File: src/hw/rtl/tld_pkg.sv
package tld_pkg;

   // Configuration register indexes on the csr_ write channel.
   localparam logic [2:0] RegSoftLimit = 3'd0;
   localparam logic [2:0] RegHardLimit = 3'd1;
   localparam logic [2:0] RegTarget    = 3'd2;
   localparam logic [2:0] RegMinLevel  = 3'd3;
   localparam logic [2:0] RegWarmMix   = 3'd4;

   // Reset values of the configuration registers.
   localparam logic [6:0] SoftLimitReset = 7'd60;
   localparam logic [6:0] HardLimitReset = 7'd80;
   localparam logic [7:0] TargetReset    = 8'd128;
   localparam logic [7:0] MinLevelReset  = 8'd8;
   localparam logic [6:0] WarmMixReset   = 7'd50;

   // Mix percentages above full scale act as full scale.
   localparam logic [6:0] PercentFull = 7'd100;

   // Temperature bands around the soft limit, as 9-bit signed offsets.
   localparam logic signed [8:0] BandWide   = 9'sd6;
   localparam logic signed [8:0] BandMid    = 9'sd4;
   localparam logic signed [8:0] BandNarrow = 9'sd2;

   // Update intervals in seconds.
   localparam logic [6:0] WaitShort  = 7'd1;
   localparam logic [6:0] WaitMid    = 7'd4;
   localparam logic [6:0] WaitLong   = 7'd16;
   localparam logic [6:0] WaitLongest = 7'd64;

   // Division by 100 as a reciprocal multiply: ceil(2^22 / 100) is exact
   // for every product of an 8-bit level and a percentage up to 100.
   localparam logic [15:0] WarmRecip = 16'd41944;
   localparam int          WarmShift = 22;

   // Configuration as seen by the datapath.
   typedef struct packed {
      logic [6:0] soft_limit;
      logic [6:0] hard_limit;
      logic [7:0] target;
      logic [7:0] min_level;
      logic [6:0] warm_mix;
   } cfg_type;

   // Item passed from the update stage to the duty stage.
   typedef struct packed {
      logic [7:0]  level;
      logic [14:0] warm_product;
      logic        updated;
      logic [6:0]  interval;
   } upd_type;

endpackage

File: src/hw/rtl/thermal_led_brightness_derating_core.sv
// Thermal derating of a white LED's brightness.
// The req_ channel carries one temperature sample per one-second tick; each
// transfer yields exactly one transfer on the rsp_ channel with the cold and
// warm PWM duties, an update flag and the wait chosen before the next update.
// The csr_ channel writes the five limit and level registers; csr_ready is
// always high and a write to an unknown index is dropped. Write registers
// only while no tick is in flight.
// A req_ transfer passes the input register, the update register and the
// result register before its rsp_ result appears. One tick is accepted every
// cycle while req_stall is low; the rate is set by the level update, whose
// state is written as each tick leaves the input register.
// Reset clears the level, the countdown and the started flag and loads the
// register defaults; the first tick after reset runs an update.
// When the receiver holds rsp_stall, results stay in place and req_stall
// rises once the pipeline registers have filled.
module thermal_led_brightness_derating_core (
   input  logic                 clock,
   input  logic                 reset,
   input  logic                 req_valid,
   output logic                 req_stall,
   input  logic signed [7:0]    req_temperature,
   output logic                 rsp_valid,
   input  logic                 rsp_stall,
   output logic [7:0]           rsp_cold_duty,
   output logic [7:0]           rsp_warm_duty,
   output logic                 rsp_updated,
   output logic [6:0]           rsp_interval_seconds,
   input  logic                 csr_valid,
   output logic                 csr_ready,
   input  logic [2:0]           csr_index,
   input  logic [7:0]           csr_data
);

   tld_pkg::cfg_type cfg;
   tld_pkg::upd_type upd;
   logic             upd_valid;
   logic             upd_take;

   tld_csr u_csr (
      .clock     (clock),
      .reset     (reset),
      .csr_valid (csr_valid),
      .csr_ready (csr_ready),
      .csr_index (csr_index),
      .csr_data  (csr_data),
      .cfg       (cfg)
   );

   tld_update u_update (
      .clock           (clock),
      .reset           (reset),
      .cfg             (cfg),
      .req_valid       (req_valid),
      .req_stall       (req_stall),
      .req_temperature (req_temperature),
      .upd_valid       (upd_valid),
      .upd_take        (upd_take),
      .upd             (upd)
   );

   tld_duty u_duty (
      .clock                (clock),
      .reset                (reset),
      .upd_valid            (upd_valid),
      .upd_take             (upd_take),
      .upd                  (upd),
      .rsp_valid            (rsp_valid),
      .rsp_stall            (rsp_stall),
      .rsp_cold_duty        (rsp_cold_duty),
      .rsp_warm_duty        (rsp_warm_duty),
      .rsp_updated          (rsp_updated),
      .rsp_interval_seconds (rsp_interval_seconds)
   );

endmodule

File: src/hw/rtl/tld_csr.sv
module tld_csr (
   input  logic                 clock,
   input  logic                 reset,
   input  logic                 csr_valid,
   output logic                 csr_ready,
   input  logic [2:0]           csr_index,
   input  logic [7:0]           csr_data,
   output tld_pkg::cfg_type     cfg
);

   tld_pkg::cfg_type cfg_ff;

   // Writes are always taken.
   assign csr_ready = 1'b1;
   assign cfg       = cfg_ff;

   // Register file; an index beyond the list is dropped.
   always_ff @(posedge clock) begin
      if (reset) begin
         cfg_ff.soft_limit <= tld_pkg::SoftLimitReset;
         cfg_ff.hard_limit <= tld_pkg::HardLimitReset;
         cfg_ff.target     <= tld_pkg::TargetReset;
         cfg_ff.min_level  <= tld_pkg::MinLevelReset;
         cfg_ff.warm_mix   <= tld_pkg::WarmMixReset;
      end else if (csr_valid) begin
         unique case (csr_index)
            tld_pkg::RegSoftLimit: cfg_ff.soft_limit <= csr_data[6:0];
            tld_pkg::RegHardLimit: cfg_ff.hard_limit <= csr_data[6:0];
            tld_pkg::RegTarget:    cfg_ff.target     <= csr_data;
            tld_pkg::RegMinLevel:  cfg_ff.min_level  <= csr_data;
            tld_pkg::RegWarmMix:   cfg_ff.warm_mix   <= csr_data[6:0];
            default: ;
         endcase
      end
   end

endmodule

File: src/hw/rtl/tld_update.sv
module tld_update (
   input  logic                 clock,
   input  logic                 reset,
   input  tld_pkg::cfg_type     cfg,
   input  logic                 req_valid,
   output logic                 req_stall,
   input  logic signed [7:0]    req_temperature,
   output logic                 upd_valid,
   input  logic                 upd_take,
   output tld_pkg::upd_type     upd
);

   logic                    s1_valid_ff;
   logic signed [7:0]       s1_temp_ff;
   logic                    s2_valid_ff;
   tld_pkg::upd_type        s2_ff;
   tld_pkg::upd_type        s2_in;

   logic [7:0]              level_ff;
   logic                    started_ff;
   logic [5:0]              seconds_left_ff;
   logic [5:0]              seconds_left_in;

   logic                    s2_free;
   logic                    s1_move;
   logic                    due;
   logic signed [8:0]       temp9;
   logic signed [8:0]       soft9;
   logic signed [8:0]       hard9;
   logic signed [8:0]       delta;
   logic [7:0]              base_level;
   logic [7:0]              step_level;
   logic [6:0]              mix_clamp;

   // Stage handshakes: each register moves when the one after it has room.
   assign s2_free   = !s2_valid_ff || upd_take;
   assign s1_move   = s1_valid_ff && s2_free;
   assign req_stall = s1_valid_ff && !s2_free;
   assign upd_valid = s2_valid_ff;
   assign upd       = s2_ff;

   // Sign-extended comparisons of the sample against the limits.
   assign temp9 = {s1_temp_ff[7], s1_temp_ff};
   assign soft9 = {2'b00, cfg.soft_limit};
   assign hard9 = {2'b00, cfg.hard_limit};
   assign delta = temp9 - soft9;
   assign due   = (seconds_left_ff == 6'd0);

   // The first update starts from the target level.
   assign base_level = started_ff ? level_ff : cfg.target;
   assign mix_clamp  = (cfg.warm_mix > tld_pkg::PercentFull) ? tld_pkg::PercentFull
                                                             : cfg.warm_mix;

   // Step rule applied on an update tick.
   always_comb begin
      if (temp9 > hard9) begin
         step_level = cfg.min_level;
      end else if (temp9 <= soft9 && base_level < cfg.target) begin
         step_level = base_level + 8'd1;
      end else if (temp9 > soft9 && base_level > cfg.min_level) begin
         step_level = base_level - 8'd1;
      end else begin
         step_level = base_level;
      end
   end

   // Interval choice, result fields and the next countdown.
   always_comb begin
      s2_in.interval = 7'd0;
      s2_in.updated  = due;
      s2_in.level    = level_ff;
      if (due) begin
         s2_in.level = step_level;
         if (delta > tld_pkg::BandWide || delta < -tld_pkg::BandWide) begin
            s2_in.interval = tld_pkg::WaitShort;
         end else if (delta > tld_pkg::BandMid || delta < -tld_pkg::BandMid) begin
            s2_in.interval = tld_pkg::WaitMid;
         end else if (delta > tld_pkg::BandNarrow || delta < -tld_pkg::BandNarrow) begin
            s2_in.interval = tld_pkg::WaitLong;
         end else begin
            s2_in.interval = tld_pkg::WaitLongest;
         end
      end
      s2_in.warm_product = 15'(s2_in.level) * 15'(mix_clamp);
      seconds_left_in    = due ? (s2_in.interval[5:0] - 6'd1) : (seconds_left_ff - 6'd1);
   end

   // Input register and stage valid bits.
   always_ff @(posedge clock) begin
      if (reset) begin
         s1_valid_ff <= 1'b0;
         s2_valid_ff <= 1'b0;
      end else begin
         if (!req_stall) begin
            s1_valid_ff <= req_valid;
         end
         if (s2_free) begin
            s2_valid_ff <= s1_move;
         end
      end
   end

   // Payload registers.
   always_ff @(posedge clock) begin
      if (!req_stall && req_valid) begin
         s1_temp_ff <= req_temperature;
      end
      if (s1_move) begin
         s2_ff <= s2_in;
      end
   end

   // Derating state advances once per tick as the tick leaves the input register.
   always_ff @(posedge clock) begin
      if (reset) begin
         level_ff        <= 8'd0;
         started_ff      <= 1'b0;
         seconds_left_ff <= 6'd0;
      end else if (s1_move) begin
         level_ff        <= s2_in.level;
         seconds_left_ff <= seconds_left_in;
         if (due) begin
            started_ff <= 1'b1;
         end
      end
   end

endmodule

File: src/hw/rtl/tld_duty.sv
module tld_duty (
   input  logic                 clock,
   input  logic                 reset,
   input  logic                 upd_valid,
   output logic                 upd_take,
   input  tld_pkg::upd_type     upd,
   output logic                 rsp_valid,
   input  logic                 rsp_stall,
   output logic [7:0]           rsp_cold_duty,
   output logic [7:0]           rsp_warm_duty,
   output logic                 rsp_updated,
   output logic [6:0]           rsp_interval_seconds
);

   logic         rsp_valid_ff;
   logic [7:0]   cold_ff;
   logic [7:0]   warm_ff;
   logic         updated_ff;
   logic [6:0]   interval_ff;
   logic [30:0]  scaled;
   logic [7:0]   warm_in;

   // The result register takes a new item when empty or being drained.
   assign upd_take = !rsp_valid_ff || !rsp_stall;

   // Warm duty is the registered product divided by 100.
   assign scaled  = 31'(upd.warm_product) * 31'(tld_pkg::WarmRecip);
   assign warm_in = scaled[tld_pkg::WarmShift +: 8];

   always_ff @(posedge clock) begin
      if (reset) begin
         rsp_valid_ff <= 1'b0;
      end else if (upd_take) begin
         rsp_valid_ff <= upd_valid;
      end
   end

   always_ff @(posedge clock) begin
      if (upd_take && upd_valid) begin
         cold_ff     <= upd.level;
         warm_ff     <= warm_in;
         updated_ff  <= upd.updated;
         interval_ff <= upd.interval;
      end
   end

   assign rsp_valid            = rsp_valid_ff;
   assign rsp_cold_duty        = cold_ff;
   assign rsp_warm_duty        = warm_ff;
   assign rsp_updated          = updated_ff;
   assign rsp_interval_seconds = interval_ff;

endmodule

File: config.mk
export PLATFORM = sky130hd
export DESIGN_NAME = thermal_led_brightness_derating_core
export DESIGN_NICKNAME = d
export VERILOG_FILES = /design/src/hw/rtl/tld_pkg.sv /design/src/hw/rtl/thermal_led_brightness_derating_core.sv /design/src/hw/rtl/tld_csr.sv /design/src/hw/rtl/tld_update.sv /design/src/hw/rtl/tld_duty.sv
export SDC_FILE = /design/constraint.sdc
export NUM_CORES = 1
export LEC_CHECK = 0
export BUFFER_PORTS_ARGS = -buffer_cell sky130_fd_sc_hd__clkbuf_2
export CAP_MARGIN = 10
export CORE_ASPECT_RATIO = 2
export CORE_MARGIN = 2
export CORE_UTILIZATION = 40
export CTS_CLUSTER_SIZE = 24
export DETAILED_ROUTE_END_ITERATION = 8
export SLEW_MARGIN = 40
export SYNTH_ARGS = -nofsm -noshare
export SYNTH_HDL_FRONTEND = slang
export SYNTH_SLANG_ARGS = --single-unit
File: constraint.sdc
create_clock -name clock -period 6.4 [get_ports clock]
set_input_delay 0.32 -clock clock [delete_from_list [all_inputs] [get_ports clock]]
set_output_delay 0.32 -clock clock [all_outputs]
set_load 0.05 [all_outputs]
* Yosys cells after proc, flatten, opt, wreduce, memory -nomap -nowiden
Cells that the tools add are included.
W data, S select, Z words.
** Storage, ports and cells
- Bits in registers :: 118
- Word-level logic and storage cells :: 81
** Cells by class
- Multipliers :: 2
- Mux-type cells :: 11
- Equality and inequality tests :: 4
- Reduce and logical (&&, ||, !) cells :: 25
- $lt $le $gt $ge :: 12
- Bitwise gates (word level) :: 1
- $add $sub $neg :: 5
** Operator list (number)
- $mux W8 :: 5
- $mul A15 B13 Y27 const B :: 1
- $gt A8 B8 Y1 :: 3
- $mux W6 :: 4
- $gt A9 B4 Y1 const B :: 2
- $mul A8 B7 Y15 :: 1
- $mux W7 :: 2
- $reduce_and A2 Y1 :: 6
- $sub A6 B1 Y6 const B :: 2
- $gt A9 B3 Y1 const B :: 1
- $lt A9 B2 Y1 const B :: 1
- $lt A9 B3 Y1 const B :: 1
- $lt A9 B4 Y1 const B :: 1
- $sub A8 B8 Y9 :: 1
- $add A8 B1 Y8 const B :: 1
- $le A8 B8 Y1 :: 1
- $lt A8 B8 Y1 :: 1
- $sub A8 B1 Y8 const B :: 1
- $gt A7 B7 Y1 const B :: 1
- $eq A3 B2 Y1 const B :: 2
- $logic_and A1 B1 Y1 :: 6
- $logic_not A6 Y1 :: 1
- $logic_not A1 Y1 :: 5
- $logic_or A1 B1 Y1 :: 5
- 5 further kinds :: 5

* Longest topological paths before layout
Gate-level depths: netlist of the first run.
- Depth in word-level cells :: 9
- Depth in mapped cells :: 30
- Mapped depth without buffers :: 29

* By module
Synthesis of the first run repeated with hierarchy kept, for this count alone.
** Second synthesis, totals
- Cell total of the unflattened synthesis :: 1145
- Area total of the unflattened synthesis :: 11492.3 um^2
** By module, submodules not included
- tld_update :: instances 1, cells an instance 629, area an instance 5715.5 um^2
- tld_duty :: instances 1, cells an instance 371, area an instance 4247.8 um^2
- tld_csr :: instances 1, cells an instance 145, area an instance 1529.0 um^2

* Least setup slack after synthesis of the first run
Ideal clock, no wire load.
- Path type :: register -> register
- From :: register u_update.started_ff
- To :: register u_update.s2_ff (netlist bit u_update.upd[21]), data pin
- Cell stages (with the launch flop) :: 28
- Arrival :: 6.288 ns
- Library setup time :: 0.257 ns
- Setup slack :: -0.145 ns
- Data required time :: 6.143 ns
- Period minus slack after synthesis :: 6.545 ns
- Buffers on the path :: 1
- Cell sequence :: dfxtp_1 buf_2 nand2_1 o21ai_1 ha_1 nor2b_1 o21a_1 o21ai_0 a21oi_1 o2111a_1 or3_1 a31oi_1 mux2i_1 or2_2 fa_1 fa_1 inv_1 fa_1 inv_1 fa_1 inv_1 ha_1 a21oi_1 nor2b_1 o2111ai_1 nand3_1 o311a_1 xor2_1
** RTL lines
- from (decl) :: RTL line tld_update.sv:20 : logic started_ff;
- from (signal assigned) :: RTL line tld_update.sv:117 : started_ff <= 1'b0;
- from (signal assigned) :: RTL line tld_update.sv:123 : started_ff <= 1'b1;
- to (signal assigned) :: RTL line tld_update.sv:109 : s2_ff <= s2_in;
- to (decl) :: RTL line tld_update.sv:16 : tld_pkg::upd_type s2_ff;

==> key figures, run 1 <==
Cells and area
  – Filler cell count: 2,584
  – Area growth from synthesis to layout: 17.2%
  – Register area: 2820 sq um
  – Antenna Cells: 0
  – Final instance area: 12,500 sq um
  – Fraction of layout instances using a drive strength above 1: 17.6%
  – Multi-input gate area: 7390 sq um
  – Post-layout net count: 1,512

Setup path
  – Reg2reg end: u_update.upd[22]$_DFFE_PP_
  – CP Capture Type: flip-flop
  – Crit-path max FO: 6
  – Worst r2r src: u_update.started_ff$_SDFFE_PP0P_
  – Critical Path Start Type: flip-flop
  – R2R setup slack: 0.18 ns
  – CP max stage cell: fa_1
  – Critical path required time: 6.53 ns
  – CP arrival: 6.36 ns
  – R2R depth: 31
  – Worst path max stage delay: 0.56 ns
  – Setup CP Type: flip-flop to flip-flop

GRT
  – First-pass GRT wire length: 42,000 um
  – Initial antenna violation count: 0
  – Total Routing Usage GR: 19.2%
  – Aggregate global routing overflow: 0
  – Largest net degree at the start of global routing: 56
  – Number of global-route vias before repair: 8,578

Place
  – Routability-driven placement congestion ratio: 0.883
  – Port Buffers: 46
  – Placed Area: 11,800 sq um
  – Detail Placement HPWL: 22,100 um

Clocking
  – CTS sink count: 112
  – Clk_lat worst skew: 0.38 ns
  – H-tree depth: 3
  – Reg clk slew, reported paths: 0.08 ns
  – Clock tree buffer depth: 2
  – CTS root buffer: clkbuf_16
  – Total CTS buffers: 9
  – TritonCTS clock tree: done

Min path
  – Hold depth: 1
  – Hold Path End: u_update.s1_temp_ff[6]$_DFFE_PP_
  – Tightest Hold Check Type: input port to flip-flop
  – Worst Hold Launch: req_temperature[6]

Synth
  – Post-Syn Area: 10,700 sq um
  – Synth warn: 0
  – FF+latch count, synth: 112
  – Number of synthesized flops with an enable pin: 57
  – Register area share after synthesis: 26.3%
  – Mapped Cells: 1,108
  – Ys async rst share: 0%
  – Top_reg_cell synth: edfxtp_1
  – Post-synthesis cell type count: 71
  – Syn_area_per_cell: 9.66 sq um

STA
  – Max-slew headroom: 47.6%
  – Final setup viols: 0
  – Time the worst path needs with I/O delays and setup: 6.22 ns
  – RSZ-0062 raised after global routing: yes
  – Skew final: 0.0102 ns
  – Hold_ws: 0.116 ns
  – Final hold vios: 0
  – Final period util: 97.3%
  – Worst Max-Slew Pin Slew: 0.783 ns
  – Final Max Slew Viols: 0
  – Max Freq: 161 MHz

Die
  – Initial Util: 40.7%
  – Die Width: 120 um
  – Core area: 26,300 sq um
  – # rows: 84
  – # IOs: 51
  – Die area: 28,200 sq um
  – Die height: 235 um

Job
  – Max cap viols: 0

Route
  – Via-to-Cell Ratio: 5.14
  – DRT iter0 DRCs: 199
  – Final WL: 26,200 um
  – Routed via count: 8,102
  – Drc violations: 0
  – Post-route ant nets: 0
  – Post-DR wirelength/cell: 16.6 um
  – Iteration count of the initial detailed-routing pass: 4

Run status
  – Status: finished clean
-- kinds of logic after synthesis --
kind of cell | after synthesis | share of synthesized area [%]
adder cells (fa/ha/maj) | 261 | 37.4
other | 2 | 0.0701
XOR/XNOR | 34 | 2.78
multiplexers | 14 | 1.34
buffers and inverters | 220 | 8.01
AND/OR/NAND/NOR | 262 | 11.4
AO/OA/AOI/OAI | 203 | 12.8
flip-flops | 112 | 26.3
-- critical path, delay by kind of cell (launching register included) --
| kind | cells | cell delay (ns) |
|---|---|---|
| buffers and inverters | 9 | 0.79 |
| adder cells (fa/ha/maj) | 6 | 2.49 |
| AND/OR/NAND/NOR | 2 | 0.20 |
| multiplexers | 1 | 0.21 |
| flip-flops | 1 | 0.41 |
| AO/OA/AOI/OAI | 11 | 1.69 |
| XOR/XNOR | 2 | 0.18 |
-- worst max path at each step --
stage | start | end | depth (start not counted)
2_1_floorplan | u_update.started_ff$_SDFFE_PP0P_ | u_update.upd[22]$_DFFE_PP_ | 28
3_3_place_gp | u_update.started_ff$_SDFFE_PP0P_ | u_update.upd[22]$_DFFE_PP_ | 27
3_5_place_dp | u_update.started_ff$_SDFFE_PP0P_ | u_update.upd[22]$_DFFE_PP_ | 27
4_1_cts | u_update.started_ff$_SDFFE_PP0P_ | u_update.upd[22]$_DFFE_PP_ | 26
5_1_grt | u_update.started_ff$_SDFFE_PP0P_ | u_update.upd[22]$_DFFE_PP_ | 31
6_report | u_update.started_ff$_SDFFE_PP0P_ | u_update.upd[22]$_DFFE_PP_ | 31
-- cells in the mapped netlist (all sizes together) (13+ instances only) --
cell type / n / area [sq um]
fa: 98 / 1960
inv: 199 / 747
edfxtp: 57 / 1710
a211oi: 13 / 108
dfxtp: 55 / 1100
xnor2: 24 / 210
o21ai: 21 / 105
nor2: 75 / 282
ha: 163 / 2040
nor2b: 13 / 81.3
nand2: 106 / 398
a21oi: 76 / 384
mux2i: 14 / 144
-- placed cells by master (no fill, tap or decap), drive strengths merged, types with 21 or more instances in the layout --
cell type / instances
a21oi: 76
buf: 80
clkbuf: 55
dfxtp: 55
edfxtp: 57
fa: 98
ha: 163
inv: 204
nand2: 106
nor2: 75
o21ai: 21
xnor2: 24
-- layout make-up --
cell class | count | area share [%]
clock buffers | 9 | 1.80
inverters | 200 | 5.98
well taps | 344 | 3.43
multi-input cells | 778 | 58.9
clock inverters | 7 | 0.598
flip-flops and latches | 112 | 22.5
repair buffers | 126 | 6.85
-- metrics by stage --
stage	std cells	utilization, %	setup TNS, ns	setup WS [ns]
floorplan	1110	-	0	0.0167
detailed placement	1545	44.8	-1.19	-0.334
global route	1576	47.7	-0.172	-0.0689
CTS	1568	46.5	0	0.0127
global placement	1545	44.8	-0.799	-0.239
finish	1576	47.7	0	0.175
-- state kept, by name, indices dropped and copies added, names as in the netlist --
register	flops
u_csr.cfg	37
u_duty.rsp_cold_duty	8
u_duty.rsp_interval_seconds	4
u_duty.rsp_updated	1
u_duty.rsp_valid	1
u_duty.rsp_warm_duty	8
u_update.level_ff	8
u_update.s1_temp_ff	8
u_update.s1_valid_ff	1
u_update.seconds_left_ff	6
u_update.started_ff	1
u_update.upd	28
u_update.upd_valid	1
-- layer usage --
layer / wire length, um / track usage (%) / part of all wire (%)
met1: 8350 / 17.1 / 32
met2: 15700 / 39.1 / 60
met3: 442 / 1.62 / 1.7
met4: 1720 / 12.8 / 6.6
met5: 0 / 0 / 0
-- what timing repair did --
action | CTS | global route
setup buffers | 7 | 8
setup endpoints to repair | 5 | 6
hold buffers | 0 | 0
gates resized for setup | 24 | 52
pin swaps | 23 | 34
hold endpoints to repair | 0 | 0
Power of run 1 is left out: the tool's default activity adds up to more than one toggle a clock period on the data nets, which glitch-free logic cannot reach.
==> run 2: changes to the inputs <==
--- a/config.mk
+++ b/config.mk
@@ -5,13 +5,14 @@
 export SDC_FILE = /design/constraint.sdc
 export NUM_CORES = 1
 export LEC_CHECK = 0
-export BUFFER_PORTS_ARGS = -buffer_cell sky130_fd_sc_hd__clkbuf_2
+export BUFFER_PORTS_ARGS = -buffer_cell sky130_fd_sc_hd__buf_4
 export CAP_MARGIN = 10
 export CORE_ASPECT_RATIO = 2
 export CORE_MARGIN = 2
 export CORE_UTILIZATION = 40
 export CTS_CLUSTER_SIZE = 24
 export DETAILED_ROUTE_END_ITERATION = 8
+export GPL_ROUTABILITY_DRIVEN = 0
 export SLEW_MARGIN = 40
 export SYNTH_ARGS = -nofsm -noshare
 export SYNTH_HDL_FRONTEND = slang
==> key figures, run 2 (same netlist as run 1, synthesis figures left out) <==
Run status
  – Status: finished clean

Cells and area
  – Post-layout util: 47.9%
  – Fraction of layout instances using a drive strength above 1: 17.8%
  – Post-layout net count: 1,496
  – Antenna Cells: 0
  – Number of flip-flops under the largest register name: 37
  – Commonest non-fill, non-tap cell in the layout: inv_1
  – Area growth from synthesis to layout: 17.6%
  – Final std cells w/o fill: 1,560
  – Commonest non-fill, non-tap cells in the layout: inv_1, ha_1, nand2_1, buf_4, fa_1

Die
  – Die Width: 120 um
  – Initial Util: 40.7%
  – # rows: 84
  – Core area: 26,300 sq um
  – Die area: 28,200 sq um
  – # IOs: 51
  – Die height: 235 um

Setup path
  – Worst r2r src: u_update.started_ff$_SDFFE_PP0P_
  – Setup CP Type: flip-flop to flip-flop
  – R2R setup slack: 0.08 ns
  – Crit-path max FO: 6
  – CP arrival: 6.45 ns
  – Most used cell, CP: inv_2
  – CP max stage cell: fa_1
  – Critical Path Start Type: flip-flop
  – Critical path required time: 6.53 ns
  – CP Capture Type: flip-flop
  – R2R depth: 30
  – Worst path max stage delay: 0.56 ns
  – Reg2reg end: u_update.upd[21]$_DFFE_PP_

Min path
  – Hold Path End: u_update.s1_temp_ff[3]$_DFFE_PP_
  – Hold depth: 1
  – Tightest Hold Check Type: input port to flip-flop
  – Worst Hold Launch: req_temperature[3]

STA
  – Worst Max-Slew Pin Slew: 0.837 ns
  – Skew final: 0.00754 ns
  – RSZ-0062 raised after global routing: yes
  – Final period util: 98.7%
  – Final setup viols: 0
  – Max-slew headroom: 44.1%
  – Final Max Slew Viols: 0
  – Final hold vios: 0
  – Time the worst path needs with I/O delays and setup: 6.32 ns
  – PnR worst setup slack: 0.0818 ns
  – Hold_ws: 0.125 ns
  – Max Freq: 158 MHz

Route
  – Post-DR wirelength/cell: 16.6 um
  – Met3 wire length: 425 um
  – Top Metal Used: met4
  – Via-to-Cell Ratio: 5.15
  – Post-route ant nets: 0
  – DRT iter0 DRCs: 260
  – Routed via count: 8,036
  – Met2 WL: 15,800 um
  – Drc violations: 0
  – Final WL: 25,900 um
  – Iteration count of the initial detailed-routing pass: 5
  – DRT met1 WL: 8420 um

Clocking
  – Reg clk slew, reported paths: 0.08 ns
  – Total CTS buffers: 9
  – Clk_lat worst skew: 0.37 ns
  – CTS root buffer: clkbuf_16
  – H-tree depth: 3
  – Hold buffer count at cts: 0
  – TritonCTS clock tree: done
  – Clock tree buffer depth: 2
  – CTS sink count: 112

Place
  – Placed Instances: 1,527
  – Pre-CTS setup slack: -0.165 ns
  – Detail Placement HPWL: 21,400 um
  – Port Buffers: 46

GRT
  – Largest net degree at the start of global routing: 56
  – Number of global-route vias before repair: 8,544
  – First-pass GRT wire length: 41,600 um
  – Aggregate global routing overflow: 0
  – Initial antenna violation count: 0
  – Total Routing Usage GR: 18.9%

Job
  – Max cap viols: 0
-- run 2: final cells by class --
class | instances | area, sq um
multi-input cells | 778 | 7420
clock buffers | 9 | 225
clock inverters | 7 | 72.6
flip-flops and latches | 112 | 2820
fillers | 2505 | 13700
repair buffers | 110 | 870
well taps | 344 | 430
inverters | 200 | 751
-- run 2: worst max path at each step --
stage                                     start                    endpoint  slack (ns)
2_1_floorplan  u_update.started_ff$_SDFFE_PP0P_  u_update.upd[22]$_DFFE_PP_        0.02
3_3_place_gp   u_update.s1_temp_ff[2]$_DFFE_PP_  u_update.upd[22]$_DFFE_PP_       -0.13
3_5_place_dp         u_csr.cfg[31]$_SDFFE_PP0P_  u_update.upd[22]$_DFFE_PP_       -0.17
4_1_cts        u_update.started_ff$_SDFFE_PP0P_  u_update.upd[22]$_DFFE_PP_       0.003
5_1_grt        u_update.started_ff$_SDFFE_PP0P_  u_update.upd[22]$_DFFE_PP_       -0.22
6_report       u_update.started_ff$_SDFFE_PP0P_  u_update.upd[21]$_DFFE_PP_        0.08
-- run 2: repair_timing --
action                     4_1_cts  5_1_grt
pin swaps                       34       49
setup buffers                   15        6
resized for setup               40       50
gates cloned                     1        0
setup endpoints to repair        5        6
-- run 2: metal layers --
| layer | global-route usage, % | up-vias |
|---|---|---|
| met5 | 0 | - |
| met4 | 10.2 | 0 |
| met3 | 2.13 | 58 |
| met2 | 39.6 | 122 |
| met1 | 16.7 | 3938 |
| li1 | - | 3918 |
-- run 2: through the flow --
step,setup TNS (ns),cell area (sq um)
final,0,12600
after floorplan,0,10700
after detailed placement,-0.399,11800
after global routing,-0.572,12600
after global placement,-0.325,11800
after CTS,0,12400
-- run 2: worst max-delay path, delay by kind of cell, from the launching register on --
kind	cells	cell delay (ns)
xor+xnor	2	0.24
compound gates	10	1.79
simple gates	2	0.16
flops	1	0.38
mux	1	0.24
fa+ha+maj	6	2.51
buf+inv	9	0.73
Power of run 2 is left out for the same reason.
==> run 3: changes to the inputs <==
--- a/config.mk
+++ b/config.mk
@@ -10,6 +10,7 @@
 export CORE_ASPECT_RATIO = 2
 export CORE_MARGIN = 2
 export CORE_UTILIZATION = 40
+export CTS_BUF_LIST = sky130_fd_sc_hd__clkbuf_8
 export CTS_CLUSTER_SIZE = 24
 export DETAILED_ROUTE_END_ITERATION = 8
 export GPL_ROUTABILITY_DRIVEN = 0
==> constraint.sdc (replaced) <==
create_clock -name clock -period 6.5 [get_ports clock]
set_input_delay 0.325 -clock clock [delete_from_list [all_inputs] [get_ports clock]]
set_output_delay 0.325 -clock clock [all_outputs]
set_load 0.05 [all_outputs]
==> key figures, run 3 (same netlist as run 1, synthesis figures left out) <==
Clocking
  – CTS sink count: 112
  – Reg clk slew, reported paths: 0.13 ns
  – Hold buffer count at cts: 0
  – Clk_lat worst skew: 0.44 ns
  – Total CTS buffers: 9
  – CTS root buffer: clkbuf_8
  – Clock tree buffer depth: 2
  – TritonCTS clock tree: done
  – H-tree depth: 3

Die
  – Die height: 235 um
  – Die area: 28,200 sq um
  – Core area: 26,300 sq um
  – # IOs: 51
  – Initial Util: 40.7%
  – # rows: 84
  – Die Width: 120 um

Cells and area
  – Final instance area: 12,400 sq um
  – Area growth from synthesis to layout: 15.9%
  – Post-layout net count: 1,498
  – Filler cell count: 2,566
  – Commonest non-fill, non-tap cells in the layout: inv_1, ha_1, buf_4, nand2_1, fa_1
  – Antenna Cells: 0
  – Number of flip-flops under the largest register name: 37
  – Commonest non-fill, non-tap cell in the layout: inv_1
  – Fraction of layout instances using a drive strength above 1: 16.5%

Route
  – Iteration count of the initial detailed-routing pass: 4
  – DRT iter0 DRCs: 245
  – Post-DR wirelength/cell: 16.6 um
  – Routed via count: 8,048
  – Via-to-Cell Ratio: 5.15
  – Final WL: 26,000 um
  – Drc violations: 0
  – Post-route ant nets: 0

Setup path
  – WP buf/inv: 5
  – Crit-path max FO: 4
  – Worst path max stage delay: 0.56 ns
  – Critical path required time: 6.70 ns
  – Setup CP Type: flip-flop to flip-flop
  – Critical Path Start Type: flip-flop
  – Crit path max-delay family: adder cells
  – CP max stage cell: fa_1
  – CP arrival: 6.54 ns
  – CP Capture Type: flip-flop

STA
  – RSZ-0062 raised after global routing: yes
  – Max-slew headroom: 40.0%
  – Final hold vios: 0
  – Time the worst path needs with I/O delays and setup: 6.34 ns
  – Worst Max-Slew Pin Slew: 0.898 ns
  – Final period util: 97.5%
  – Skew final: 0.0241 ns
  – Final setup viols: 0
  – Max Freq: 158 MHz
  – Final Max Slew Viols: 0

GRT
  – Largest net degree at the start of global routing: 56
  – Initial antenna violation count: 0
  – Met3 Usage GRT: 1.79%
  – Met2 Use GR: 40.4%
  – Met1 global-route usage: 16.4%
  – Total Routing Usage GR: 18.9%
  – Number of global-route vias before repair: 8,508
  – Most used routing layer: met2
  – Aggregate global routing overflow: 0
  – First-pass GRT wire length: 41,400 um

Run status
  – Status: finished clean

Place
  – Placed Area: 11,800 sq um
  – Port Buffers: 46
  – Detail Placement HPWL: 21,800 um

Min path
  – Tightest Hold Check Type: input port to flip-flop

Job
  – Max cap viols: 0
[run 3: changes by cell type in the layout (fill, tap and decap cells not counted), sizes merged]
cell	before	now
buf	110	112
clkinv	3	4
clkinvlp	1	0
[run 3: final timing paths]
check                                                         end                              from  depth (start not counted)  slack, ns
worst max-delay path                   u_update.upd[22]$_DFFE_PP_  u_update.s1_temp_ff[4]$_DFFE_PP_                         25       0.16
worst min-delay path             u_update.s1_temp_ff[6]$_DFFE_PP_                req_temperature[6]                          1       0.07
worst max register to register         u_update.upd[22]$_DFFE_PP_  u_update.s1_temp_ff[4]$_DFFE_PP_                         25       0.16
worst min register to register  u_duty.rsp_cold_duty[0]$_DFFE_PP_        u_update.upd[23]$_DFFE_PP_                          0       0.43
[run 3: layout make-up]
| cell class | instances | area (sq um) | share of cell area, % |
|---|---|---|---|
| Sequential cell | 112 | 2820 | 22.7 |
| Clock inverter | 7 | 93.8 | 0.756 |
| Multi-Input combinational cell | 778 | 7330 | 59.1 |
| Tap cell | 344 | 430 | 3.47 |
| Inverter | 200 | 751 | 6.05 |
| Timing Repair Buffer | 112 | 865 | 6.96 |
| Clock buffer | 9 | 124 | 0.998 |
[run 3: layer usage]
| metal | share of wire (%) | up-vias | routed length, um |
|---|---|---|---|
| li1 | - | 3928 | - |
| met1 | 32 | 3947 | 8330 |
| met2 | 62 | 111 | 16100 |
| met3 | 1.4 | 62 | 355 |
| met4 | 4.6 | 0 | 1190 |
| met5 | 0 | - | 0 |
[run 3: repair_timing]
action	in CTS	in global routing
setup buffers	5	7
pin swaps	11	36
resized for setup	13	55
endpoints found under the setup margin	6	6
[run 3: metrics by stage]
step	worst slack, ns	cells	hold WS, ns	utilization (%)	setup TNS, ns
2_1_floorplan	0.0274	1110	0.400	-	0
3_3_place_gp	-0.134	1536	0.404	45.0	-0.378
3_5_place_dp	-0.298	1536	0.407	45.0	-1.06
4_1_cts	0.0102	1557	0.0437	46.1	0
5_1_grt	-0.150	1562	0.0520	47.2	-0.268
6_report	0.164	1562	0.0693	47.2	0
Power of run 3 is left out for the same reason.
